$ cat src/sem_pkg.sv
// shared types, constants and helpers of the sobel edge magnitude block
`default_nettype none
package sem_pkg;

   localparam int MAX_WIDTH_DEFAULT  = 1024;
   localparam int MAX_HEIGHT_DEFAULT = 1024;

   localparam int CFG_W   = 11;
   localparam int ROW_W   = 11;
   localparam int PIX_W   = 8;
   localparam int COLS_W  = 10;
   localparam int GRAD_W  = 11;
   localparam int SUM_W   = 21;
   localparam int SQ_W    = 16;
   localparam int LANES   = 3;
   localparam int ADDR_W  = 3;
   localparam int DATA_W  = 32;

   localparam logic [CFG_W-1:0] WIDTH_RESET  = 11'd640;
   localparam logic [CFG_W-1:0] HEIGHT_RESET = 11'd480;
   localparam logic [SUM_W-1:0] SAT_LIMIT    = 21'd65281;
   localparam logic [PIX_W-1:0] EDGE_MAX     = 8'd255;
   localparam logic [PIX_W-1:0] ROOT_FIRST   = 8'h80;

   typedef enum logic [0:0] {
      REG_IMAGE_WIDTH  = 1'b0,
      REG_IMAGE_HEIGHT = 1'b1
   } reg_index_type;

   typedef enum logic [0:0] {
      F_IDLE  = 1'b0,
      F_WRITE = 1'b1
   } front_state_type;

   typedef enum logic [2:0] {
      B_IDLE   = 3'd0,
      B_GRAD   = 3'd1,
      B_SQUARE = 3'd2,
      B_ROOT   = 3'd3,
      B_OUT    = 3'd4
   } back_state_type;

   typedef struct packed {
      logic [PIX_W-1:0] pixel_red;
      logic [PIX_W-1:0] pixel_green;
      logic [PIX_W-1:0] pixel_blue;
   } req_payload_type;

   typedef struct packed {
      logic [PIX_W-1:0] edge_red;
      logic [PIX_W-1:0] edge_green;
      logic [PIX_W-1:0] edge_blue;
      logic             last_of_run;
      logic             last_of_frame;
   } rsp_payload_type;

   typedef struct packed {
      logic [PIX_W-1:0] red;
      logic [PIX_W-1:0] green;
      logic [PIX_W-1:0] blue;
   } rgb_type;

   typedef struct packed {
      rgb_type top;
      rgb_type mid;
      rgb_type bot;
   } column_type;

   typedef struct packed {
      column_type left;
      column_type mid;
      column_type cur;
      logic       emit_a;
      logic       emit_b;
      logic       last_frame;
   } job_type;

   typedef struct packed {
      logic [CFG_W-1:0] width;
      logic [CFG_W-1:0] height;
   } cfg_type;

   function automatic logic [PIX_W-1:0] chan(input rgb_type p, input int ch);
      logic [PIX_W-1:0] v;
      case (ch)
         0: v = p.red;
         1: v = p.green;
         default: v = p.blue;
      endcase
      return v;
   endfunction

   // top + 2*mid + bottom of one channel
   function automatic logic [COLS_W-1:0] tap_sum(input logic [PIX_W-1:0] a,
                                                input logic [PIX_W-1:0] b,
                                                input logic [PIX_W-1:0] c);
      return {2'b00, a} + {1'b0, b, 1'b0} + {2'b00, c};
   endfunction

endpackage
`default_nettype wire

$ cat src/sem_queue.sv
// two entry job queue between front and back
`default_nettype none
module sem_queue (
   input  wire logic             clock,
   input  wire logic             reset,
   input  wire logic             push,
   input  wire sem_pkg::job_type push_data,
   output logic                  full,
   input  wire logic             pop,
   output logic                  head_valid,
   output sem_pkg::job_type      head
);
   import sem_pkg::*;

   job_type    slot_ff [2];
   logic       wr_ptr_ff, rd_ptr_ff;
   logic [1:0] count_ff, count_in;

   assign full       = (count_ff == 2'd2);
   assign head_valid = (count_ff != 2'd0);
   assign head       = slot_ff[rd_ptr_ff];

   always_comb begin
      count_in = count_ff;
      if (push && !pop) count_in = count_ff + 2'd1;
      else if (pop && !push) count_in = count_ff - 2'd1;
   end

   always_ff @(posedge clock) begin
      if (reset) begin
         wr_ptr_ff <= 1'b0;
         rd_ptr_ff <= 1'b0;
         count_ff  <= 2'd0;
      end else begin
         if (push) wr_ptr_ff <= !wr_ptr_ff;
         if (pop) rd_ptr_ff <= !rd_ptr_ff;
         count_ff <= count_in;
      end
      if (push) slot_ff[wr_ptr_ff] <= push_data;
   end

   a_no_push_full: assert property (@(posedge clock) disable iff (reset)
      push |-> !full || pop)
      else $error("job pushed into a full queue");

   a_no_pop_empty: assert property (@(posedge clock) disable iff (reset)
      pop |-> head_valid)
      else $error("job popped from an empty queue");

endmodule
`default_nettype wire

$ cat config.mk
export PLATFORM = sky130hd
export DESIGN_NAME = sem_queue
export DESIGN_NICKNAME = d
export VERILOG_FILES = /design/src/sem_pkg.sv /design/src/sem_queue.sv
export SDC_FILE = /design/constraint.sdc
export NUM_CORES = 1
export LEC_CHECK = 0
export BUFFER_PORTS_ARGS = -buffer_cell sky130_fd_sc_hd__buf_2
export CAP_MARGIN = 10
export CORE_MARGIN = 5
export CORE_UTILIZATION = 45
export CTS_CLUSTER_DIAMETER = 100
export CTS_CLUSTER_SIZE = 28
export DETAILED_ROUTE_END_ITERATION = 7
export PLACE_DENSITY = 0.71
export SLEW_MARGIN = 25
export SYNTH_ARGS = -nofsm -noshare
export SYNTH_HDL_FRONTEND = slang
export SYNTH_SLANG_ARGS = --single-unit
$ cat constraint.sdc
create_clock -name clock -period 10.3 [get_ports clock]
set_input_delay 1.03 -clock clock [delete_from_list [all_inputs] [get_ports clock]]
set_output_delay 1.03 -clock clock [all_outputs]
set_load 0.02 [all_outputs]
==> results.ini <==
[route]
vias = 8054
postRouteAntennaNets = 0
firstDrtPassIters = 4
remaining_drc_errors = 0
drt-wirelength-per-cell_um = 20.5
viasPerCell = 4.94
wl_um = 33500
detail_route.iter0.violations = 345

[worst_setup_path]
reg2reg_from = wr_ptr_ff
worstPathRequired_ps = 9270
path_buf_inv = 3
cp-start-kind = flop
cp.arrival_ps = 2920
critical_path.cell_chain = buf_12 -> buf_4 -> mux2_2 -> buf_2
worstPathMaxFanout = 66
slowest_delay_ps = 720
critPathKind = flop to output pin
endpoint_kind = output pin
cpLargestDelayFamily = buffers and inverters
cp_slowest_cell = buf_4

[clock_tree]
cts_setup_buffers = 0
hold_buffers = 0
cts_resized = 0
root_buffer = clkbuf_16
cts_tree = built
clkSlewWorstSetupHoldPaths_ps = 110
clock_latency_ps = 520
cts.htree.levels = 1
clockBufferDepth = 3
cts-buffers-inserted = 19
cts.sinks = 443

[logic_synthesis]
yosys.area.top_type = edfxtp_1
syn_nets = 927
yosys_warnings = 0
netlist_top_cells_area = edfxtp_1 (81%), mux2_2 (15%), clkbuf_8 (1.8%), dfxtp_1 (0.62%), buf_6 (0.21%)
synth.yosys.seq_area_share_pct = 82.1
synth_top_area_share_pct = 81.4
avgSynthCellArea_um2 = 23.0
synth_cell_types = 16
synth_area_um2 = 16100
ys_ff_latch = 443
syn-instance-count = 703

[global_routing]
grt_first_pass_wirelength_um = 48100
antenna_found_initial = 6
grt_max_degree = 81
grt-ovfl-total = 0
grt_pass1_vias = 8511
track_usage_pct = 15.6

[floorplan]
num_io_pins = 444
num_rows = 69
die_h_um = 199
die_area_um2 = 39800
dieWidth_um = 199
initial_utilization_pct = 45.5
coreArea_um2 = 35500

[final_layout]
syn2layout_area_growth_pct = 19.7
drive_gt1_share_pct = 59.8
layout_common_cells = buf_2 (443), edfxtp_1 (438), mux2_2 (219)
postLayoutCoreUtil_pct = 54.5
fin_area_um2 = 19300
instances_no_fill = 1632
final_common_cell = buf_2
nets = 1378

[hold_path]
hold_path_class = flop to flop
min-delay-start = count_ff[1]

[power]
power_mw = 3.49
p_leak_nw = 7.10
vdd_drop_max_v = 0.000138
power_density_nw_per_um2 = 181

[sta]
fin_crit_sh_pct = 38.4
report.final.slew_viol_count = 0
rsz0062_at_grt = false
hold_viol = 0
clock_skew_ps = 15.2
hold_slack_ps = 533
setup_ws_ps = 6350
fmax_ghz = 0.253
slew_headroom_pct = 32.2
finalCriticalPeriod_ps = 3950
setup_violations = 0
tns_ps = 0
worst_slew_pin_slew_ps = 1020

[placed_design]
post-place-ws_ps = 6300
dp.cells = 1590
dp_hpwl_um = 23000
gp_congestion = 0.751
io_buffers = 443
placed_cell_area_um2 = 18700

[run]
drv_cap = 0

[run_status]
outcome = complete, no violations

==> cell usage after synthesis (all sizes together) <==
library cell and number:
xnor2 2, edfxtp 438, o21ai 1, inv 1
buf 3, xor2 2, nor2b 2, or3 1
mux2 219, clkbuf 21, or2 1, and2 1
dfxtp 5, ha 1, nor2 4, a21oi 1
==> cell type report <==
class / instances / area (um^2)
antenna: 5 / 12.5
clock buffer: 32 / 524
clock inverter: 1 / 7.51
fill: 2814 / 16200
inverter: 1 / 3.75
multi-input combinational: 235 / 2580
sequential: 443 / 13300
tap: 461 / 577
timing repair buffer: 454 / 2370
==> worst paths after layout <==
path                endpoint  slack [ps]  depth (start not counted)
min reg2reg      count_ff[1]         530                          2
max                head[179]        6350                          4
max reg2reg  slot_ff[0][167]        7500                          3
min              count_ff[1]         530                          2
==> cell families (layout without fill, tap and decap cells) <==
family | Yosys count | after routing | synth area share (%)
and+or+nand+nor | 9 | 9 | 0.287
AOI/OAI and AO/OA | 2 | 2 | 0.0619
adders and majority gates | 1 | 1 | 0.0775
buffers and inverters | 25 | 488 | 2.02
muxes | 219 | 219 | 15.3
DFF | 443 | 443 | 82.1
xor gates and xnor gates | 4 | 4 | 0.217
other | 0 | 5 | 0
==> worst reg2reg max path, cell delays in order (launching register included) <==
cell	delay (ps)
dfxtp_1	370
nor2b_4	530
buf_4	590
buf_4	860
==> sequential cells by signal, summed over array words and instances, names as in the netlist, named ones only <==
name	count
rd_ptr_ff	1
wr_ptr_ff	1
count_ff	2
slot_ff	438
==> metal layers <==
layer / track usage (%) / up-vias / part of all wire [%]
li1: - / 3687 / -
met1: 19.0 / 4022 / 37
met2: 27.0 / 298 / 51
met3: 5.16 / 43 / 10
met4: 3.70 / 4 / 1.8
met5: 0 / - / 0.075
==> power breakdown <==
group,internal [mW],total (mW),leakage [nW],switching (mW)
clock network,0.354,0.859,0.250,0.505
logic,0.198,0.505,2.70,0.307
registers,2.10,2.13,4.15,0.0282
total,2.65,3.49,7.10,0.840
Note: power is estimated with default switching activity, not from simulation.
