==> config.mk <==
export PLATFORM = sky130hd
export DESIGN_NAME = sem_back
export DESIGN_NICKNAME = d
export VERILOG_FILES = /design/src/sem_pkg.sv /design/src/sem_back.sv
export SDC_FILE = /design/constraint.sdc
export NUM_CORES = 2
export LEC_CHECK = 0
export ABC_AREA = 1
export ABC_CLOCK_PERIOD_IN_PS = 11750
export BUFFER_PORTS_ARGS = -buffer_cell sky130_fd_sc_hd__buf_2
export CORE_ASPECT_RATIO = 1.5
export CORE_UTILIZATION = 50
export CTS_BUF_LIST = sky130_fd_sc_hd__clkbuf_4 sky130_fd_sc_hd__clkbuf_8
export DETAILED_ROUTE_END_ITERATION = 10
export PLACE_DENSITY = 0.74
export SLEW_MARGIN = 20
export SYNTH_ARGS = -nofsm -noshare
export SYNTH_HDL_FRONTEND = slang
export SYNTH_SLANG_ARGS = --single-unit
==> constraint.sdc <==
create_clock -name clock -period 11.75 [get_ports clock]
set_clock_uncertainty 0.2 [all_clocks]
set_input_delay 1.7625 -clock clock [delete_from_list [all_inputs] [get_ports clock]]
set_output_delay 1.7625 -clock clock [all_outputs]
set_load 0.03 [all_outputs]
==> src/sem_pkg.sv <==
// shared types, constants and helpers of the sobel edge magnitude block
`default_nettype none
package sem_pkg;

   localparam int MAX_WIDTH_DEFAULT  = 1024;
   localparam int MAX_HEIGHT_DEFAULT = 1024;

   localparam int CFG_W   = 11;
   localparam int ROW_W   = 11;
   localparam int PIX_W   = 8;
   localparam int COLS_W  = 10;
   localparam int GRAD_W  = 11;
   localparam int SUM_W   = 21;
   localparam int SQ_W    = 16;
   localparam int LANES   = 3;
   localparam int ADDR_W  = 3;
   localparam int DATA_W  = 32;

   localparam logic [CFG_W-1:0] WIDTH_RESET  = 11'd640;
   localparam logic [CFG_W-1:0] HEIGHT_RESET = 11'd480;
   localparam logic [SUM_W-1:0] SAT_LIMIT    = 21'd65281;
   localparam logic [PIX_W-1:0] EDGE_MAX     = 8'd255;
   localparam logic [PIX_W-1:0] ROOT_FIRST   = 8'h80;

   typedef enum logic [0:0] {
      REG_IMAGE_WIDTH  = 1'b0,
      REG_IMAGE_HEIGHT = 1'b1
   } reg_index_type;

   typedef enum logic [0:0] {
      F_IDLE  = 1'b0,
      F_WRITE = 1'b1
   } front_state_type;

   typedef enum logic [2:0] {
      B_IDLE   = 3'd0,
      B_GRAD   = 3'd1,
      B_SQUARE = 3'd2,
      B_ROOT   = 3'd3,
      B_OUT    = 3'd4
   } back_state_type;

   typedef struct packed {
      logic [PIX_W-1:0] pixel_red;
      logic [PIX_W-1:0] pixel_green;
      logic [PIX_W-1:0] pixel_blue;
   } req_payload_type;

   typedef struct packed {
      logic [PIX_W-1:0] edge_red;
      logic [PIX_W-1:0] edge_green;
      logic [PIX_W-1:0] edge_blue;
      logic             last_of_run;
      logic             last_of_frame;
   } rsp_payload_type;

   typedef struct packed {
      logic [PIX_W-1:0] red;
      logic [PIX_W-1:0] green;
      logic [PIX_W-1:0] blue;
   } rgb_type;

   typedef struct packed {
      rgb_type top;
      rgb_type mid;
      rgb_type bot;
   } column_type;

   typedef struct packed {
      column_type left;
      column_type mid;
      column_type cur;
      logic       emit_a;
      logic       emit_b;
      logic       last_frame;
   } job_type;

   typedef struct packed {
      logic [CFG_W-1:0] width;
      logic [CFG_W-1:0] height;
   } cfg_type;

   function automatic logic [PIX_W-1:0] chan(input rgb_type p, input int ch);
      logic [PIX_W-1:0] v;
      case (ch)
         0: v = p.red;
         1: v = p.green;
         default: v = p.blue;
      endcase
      return v;
   endfunction

   // top + 2*mid + bottom of one channel
   function automatic logic [COLS_W-1:0] tap_sum(input logic [PIX_W-1:0] a,
                                                input logic [PIX_W-1:0] b,
                                                input logic [PIX_W-1:0] c);
      return {2'b00, a} + {1'b0, b, 1'b0} + {2'b00, c};
   endfunction

endpackage
`default_nettype wire

==> src/sem_back.sv <==
// back end: gradients, squares, iterative rounded square root, output register
`default_nettype none
module sem_back (
   input  wire logic                     clock,
   input  wire logic                     reset,
   input  wire logic                     head_valid,
   input  wire sem_pkg::job_type         head,
   output logic                          pop,
   output logic                          rsp_valid,
   input  wire logic                     rsp_ready,
   output sem_pkg::rsp_payload_type      rsp_data
);
   import sem_pkg::*;

   back_state_type state_ff, state_in;
   logic           sel_ff, sel_in;
   logic signed [GRAD_W-1:0] gx_ff [LANES];
   logic signed [GRAD_W-1:0] gy_ff [LANES];
   logic [SUM_W-1:0] sum_ff [LANES];
   logic [PIX_W-1:0] root_ff [LANES];
   logic [PIX_W-1:0] root_in [LANES];
   logic [PIX_W-1:0] bit_ff, bit_in;
   logic             rsp_valid_ff, rsp_valid_in;
   rsp_payload_type  rsp_data_ff, rsp_data_in;

   column_type l_col, m_col, r_col;
   logic signed [GRAD_W-1:0] gx [LANES];
   logic signed [GRAD_W-1:0] gy [LANES];
   logic [SUM_W-1:0] sum [LANES];
   logic [PIX_W-1:0] edge_val [LANES];
   logic             out_free;

   // column triple: the emit_a result uses left/mid/cur, the emit_b result mid/cur/zero
   always_comb begin
      l_col = sel_ff ? head.mid : head.left;
      m_col = sel_ff ? head.cur : head.mid;
      r_col = sel_ff ? '0 : head.cur;
   end

   always_comb begin
      for (int i = 0; i < LANES; i++) begin
         logic [COLS_W-1:0] sr, sl, sb, st;
         logic signed [2*GRAD_W-1:0] qx, qy;
         logic [PIX_W-1:0] t;
         logic [SQ_W-1:0] tt, nn;
         sr = tap_sum(chan(r_col.top, i), chan(r_col.mid, i), chan(r_col.bot, i));
         sl = tap_sum(chan(l_col.top, i), chan(l_col.mid, i), chan(l_col.bot, i));
         sb = tap_sum(chan(l_col.bot, i), chan(m_col.bot, i), chan(r_col.bot, i));
         st = tap_sum(chan(l_col.top, i), chan(m_col.top, i), chan(r_col.top, i));
         gx[i] = $signed({1'b0, sr}) - $signed({1'b0, sl});
         gy[i] = $signed({1'b0, sb}) - $signed({1'b0, st});
         qx = gx_ff[i] * gx_ff[i];
         qy = gy_ff[i] * gy_ff[i];
         sum[i] = SUM_W'(qx) + SUM_W'(qy);
         // one bit of the root per cycle
         t  = root_ff[i] | bit_ff;
         tt = t * t;
         root_in[i] = ({5'b0, tt} <= sum_ff[i]) ? t : root_ff[i];
         // round to nearest: up when s > n*n + n
         nn = root_ff[i] * root_ff[i];
         if (sum_ff[i] >= SAT_LIMIT) edge_val[i] = EDGE_MAX;
         else if (sum_ff[i] > ({5'b0, nn} + {13'b0, root_ff[i]}))
            edge_val[i] = root_ff[i] + PIX_W'(1);
         else edge_val[i] = root_ff[i];
      end
   end

   assign out_free = !rsp_valid_ff || rsp_ready;

   always_comb begin
      state_in     = state_ff;
      sel_in       = sel_ff;
      bit_in       = bit_ff;
      rsp_valid_in = rsp_valid_ff && !rsp_ready;
      rsp_data_in  = rsp_data_ff;
      pop          = 1'b0;
      case (state_ff)
         B_IDLE: begin
            if (head_valid) begin
               sel_in   = !head.emit_a;
               state_in = B_GRAD;
            end
         end
         B_GRAD:   state_in = B_SQUARE;
         B_SQUARE: begin
            bit_in   = ROOT_FIRST;
            state_in = B_ROOT;
         end
         B_ROOT: begin
            bit_in = bit_ff >> 1;
            if (bit_ff[0]) state_in = B_OUT;
         end
         B_OUT: begin
            if (out_free) begin
               rsp_valid_in              = 1'b1;
               rsp_data_in.edge_red      = edge_val[0];
               rsp_data_in.edge_green    = edge_val[1];
               rsp_data_in.edge_blue     = edge_val[2];
               rsp_data_in.last_of_run   = sel_ff || !head.emit_b;
               rsp_data_in.last_of_frame = sel_ff && head.last_frame;
               if (!sel_ff && head.emit_b) begin
                  sel_in   = 1'b1;
                  state_in = B_GRAD;
               end else begin
                  pop      = 1'b1;
                  state_in = B_IDLE;
               end
            end
         end
         default: state_in = B_IDLE;
      endcase
   end

   always_ff @(posedge clock) begin
      if (reset) begin
         state_ff     <= B_IDLE;
         rsp_valid_ff <= 1'b0;
      end else begin
         state_ff     <= state_in;
         rsp_valid_ff <= rsp_valid_in;
      end
      sel_ff      <= sel_in;
      bit_ff      <= bit_in;
      rsp_data_ff <= rsp_data_in;
      for (int i = 0; i < LANES; i++) begin
         if (state_ff == B_GRAD) begin
            gx_ff[i] <= gx[i];
            gy_ff[i] <= gy[i];
         end
         if (state_ff == B_SQUARE) begin
            sum_ff[i]  <= sum[i];
            root_ff[i] <= '0;
         end else if (state_ff == B_ROOT) begin
            root_ff[i] <= root_in[i];
         end
      end
   end

   assign rsp_valid = rsp_valid_ff;
   assign rsp_data  = rsp_data_ff;

   a_root_bit_onehot: assert property (@(posedge clock) disable iff (reset)
      state_ff == B_ROOT |-> $onehot(bit_ff))
      else $error("root trial bit is not one-hot");

   a_frame_ends_run: assert property (@(posedge clock) disable iff (reset)
      rsp_valid_ff && rsp_data_ff.last_of_frame |-> rsp_data_ff.last_of_run)
      else $error("frame end flagged on a result that does not end its run");

endmodule
`default_nettype wire

==> reports/qor.yml <==
status: "complete, no violations"
synth_nets: 8348
cts_sinks: 192
area_growth_pct: 5.44
postCtsSetupRepairBufs: 0
drive_gt1_share_pct: 5.38
relSlewSlack_pct: 32.3
cp.required_ns: 11.86
gr-usage-met1_pct: 25.5
hp-class: "flop to flop"
slowest_delay_ns: 0.71
path_clk_slew_ns: 0.11
gp_congestion: 0.943
ys_top_cells_by_count: "inv_1 (1997), nand2_1 (1150), fa_1 (1037)"
ant_nets: 0
cp_common_cell: "nand2_1"
post-dp-hpwl_mm: 107
insertion_delay_ns: 0.64
critPathKind: "flop to flop"
max_freq_ghz: 0.141
initial_core_util_pct: 50.5
finalCritPeriodShare_pct: 60.5
postCtsHoldBufs: 0
wl_mm: 121
vias: 40100
slowest_stage: "nor2_1"
cts_buffer_depth: 2
grt_use_total_pct: 23.5
finalHoldViolCount: 0
synth_edf_count: 188
syn_avg_cell_area_um2: 8.31
drcViolationCount: 0
dieArea_um2: 109000
tns_ns: 0
cp.depth: 27
worstReg2RegStart: "root_ff[2][3]"
avgViaCountPerCell: 4.97
ios: 251
finalNetCount: 8491
numPortBuffers: 250
cp_top_family: "adder cells"
cts-root-buf: "clkbuf_8"
die_width_um: 270
yosysUniqueCellTypes: 46
multiInputGateArea_um2: 40200
yosys_warnings: 0
setup_viol: 0
cts_buffers: 17
async_flop_share_pct: 0
rsz0062_at_grt: "no"
critPathLaunch: "root_ff[2][3]"
start_kind: "flop"
layout_min_cycle_time_ns: 7.11
core_area_um2: 107000
synthCells: 6498
cp.arrival_ns: 7.22
top_usage_layer: "met2"
grt_max_degree: 92
cap_violations: 0
htree_levels: 4
rr_worst_depth: 27
cts_resized: 0
slew_viol_final: 0
ys_seq_elements: 192
synth_area_leaders: "fa_1 (38%), inv_1 (14%), ha_1 (14%)"
n_fill_cell: 9884
overflow: 0
grt_pass1_vias: 43800
cp_num_buf_inv: 4
synth_top_cell_area_share_pct: 38.4
cp-endpoint: "root_ff[2][1]"
ys.flop_type: "edfxtp_1"
grt_pass1_wl_mm: 206
reg2reg_to: "root_ff[2][1]"
wire_per_inst_um: 15.0
tightest_slew_ns: 1.02
end_kind: "flop"
netlist_area_um2: 54000
yosysMostFrequentCell: "inv_1"
grt_use_met3_pct: 2.24
antenna_found_initial: 3
regArea_um2: 5730
cts_tree: "done"
ys_seq_area_share_pct: 10.6
row_count: 147
die_h_um: 405
cp_max_fo: 12
dr.pass1.iters: 6
yosysTopAreaCell: "fa_1"
drt_iter0_drc: 1867
grt_util_met2_pct: 45.3
setup.reg_to_reg.worst_slack_ns: 4.64
## layer usage
layer  up-vias  part of all wire [%]  wire length [um]
li1      19300                     -                 -
met1     19500                    37             45000
met2       964                    54             65900
met3       288                   3.4              4070
met4         0                   5.1              6120
met5         -                     0                 0
## sequential cells by signal, summed over array words and instances, names as in the netlist
register	count
gy_ff	33
bit_ff	8
gx_ff	33
rsp_valid	1
sel_ff	1
rsp_data	26
root_ff	24
sum_ff	63
state_ff	3
## per-stage QoR
stage	hold WS [ns]	cells	instance area (um^2)	worst slack, ns	util (%)
CTS	0.340	8069	56900	4.67	53.2
floorplan	0.277	6498	54000	5.50	-
global route	0.365	8071	56900	4.15	53.2
detailed placement	0.322	8037	56600	4.69	52.8
finish	0.341	8071	56900	4.64	53.2
global placement	0.321	8037	56600	4.73	52.8
## final cells by class
cell class	count	share of cell area [%]
multi-input cells	4154	70.6
inverters	2017	13.3
flip-flops and latches	192	10.1
well taps	1415	3.11
repair buffers	259	2.32
clock buffers	18	0.424
clock inverters	14	0.220
diodes	2	0.00879
## cell families after synthesis
family,after synthesis,share of synthesized area (%)
XOR/XNOR,234,3.79
AO/OA/AOI/OAI,446,4.50
AND/OR/NAND/NOR,1844,13.9
buffers and inverters,2152,15.0
multiplexers,3,0.0556
flip-flops,192,10.6
adder cells (fa/ha/maj),1627,52.1
## worst min-delay path, delay by kind of cell, from the launching register on
family	cells	cell delay, ns
flops	1	0.36
buf+inv	1	0.08
compound gates	1	0.07
## cells in the final DEF (no fill, tap or decap), types with 6 or more instances in the layout
cell / instances
clkbuf_8: 17
nand3_1: 161
ha_1: 590
o211ai_1: 16
edfxtp_1: 188
o21ai_0: 130
buf_4: 9
nor2_1: 369
buf_2: 250
or2_1: 6
nand3b_1: 8
xnor2_1: 68
o2111ai_1: 8
fa_1: 1037
nor3_1: 55
a31oi_1: 15
nand2_1: 1150
nor4_1: 14
xor2_1: 166
nand2_2: 8
a21o_1: 15
a21oi_1: 201
inv_1: 1997
or2_2: 22
nand3_2: 6
o21bai_1: 13
nand4_1: 32
inv_2: 17
o21ai_1: 34
## how the worst min path moves through the flow
stage	startpoint	to	slack [ns]	cells after the start
after global routing	state_ff[2]	state_ff[2]	0.36	2
final	state_ff[2]	state_ff[2]	0.34	2
after CTS	state_ff[2]	state_ff[2]	0.34	2
after global placement	state_ff[2]	state_ff[2]	0.32	2
after floorplan	state_ff[2]	state_ff[2]	0.28	2
after detailed placement	state_ff[2]	state_ff[2]	0.32	2
Power is not shown: default switching activity piles up to over one toggle a cycle in this logic, so the estimate is an artifact.
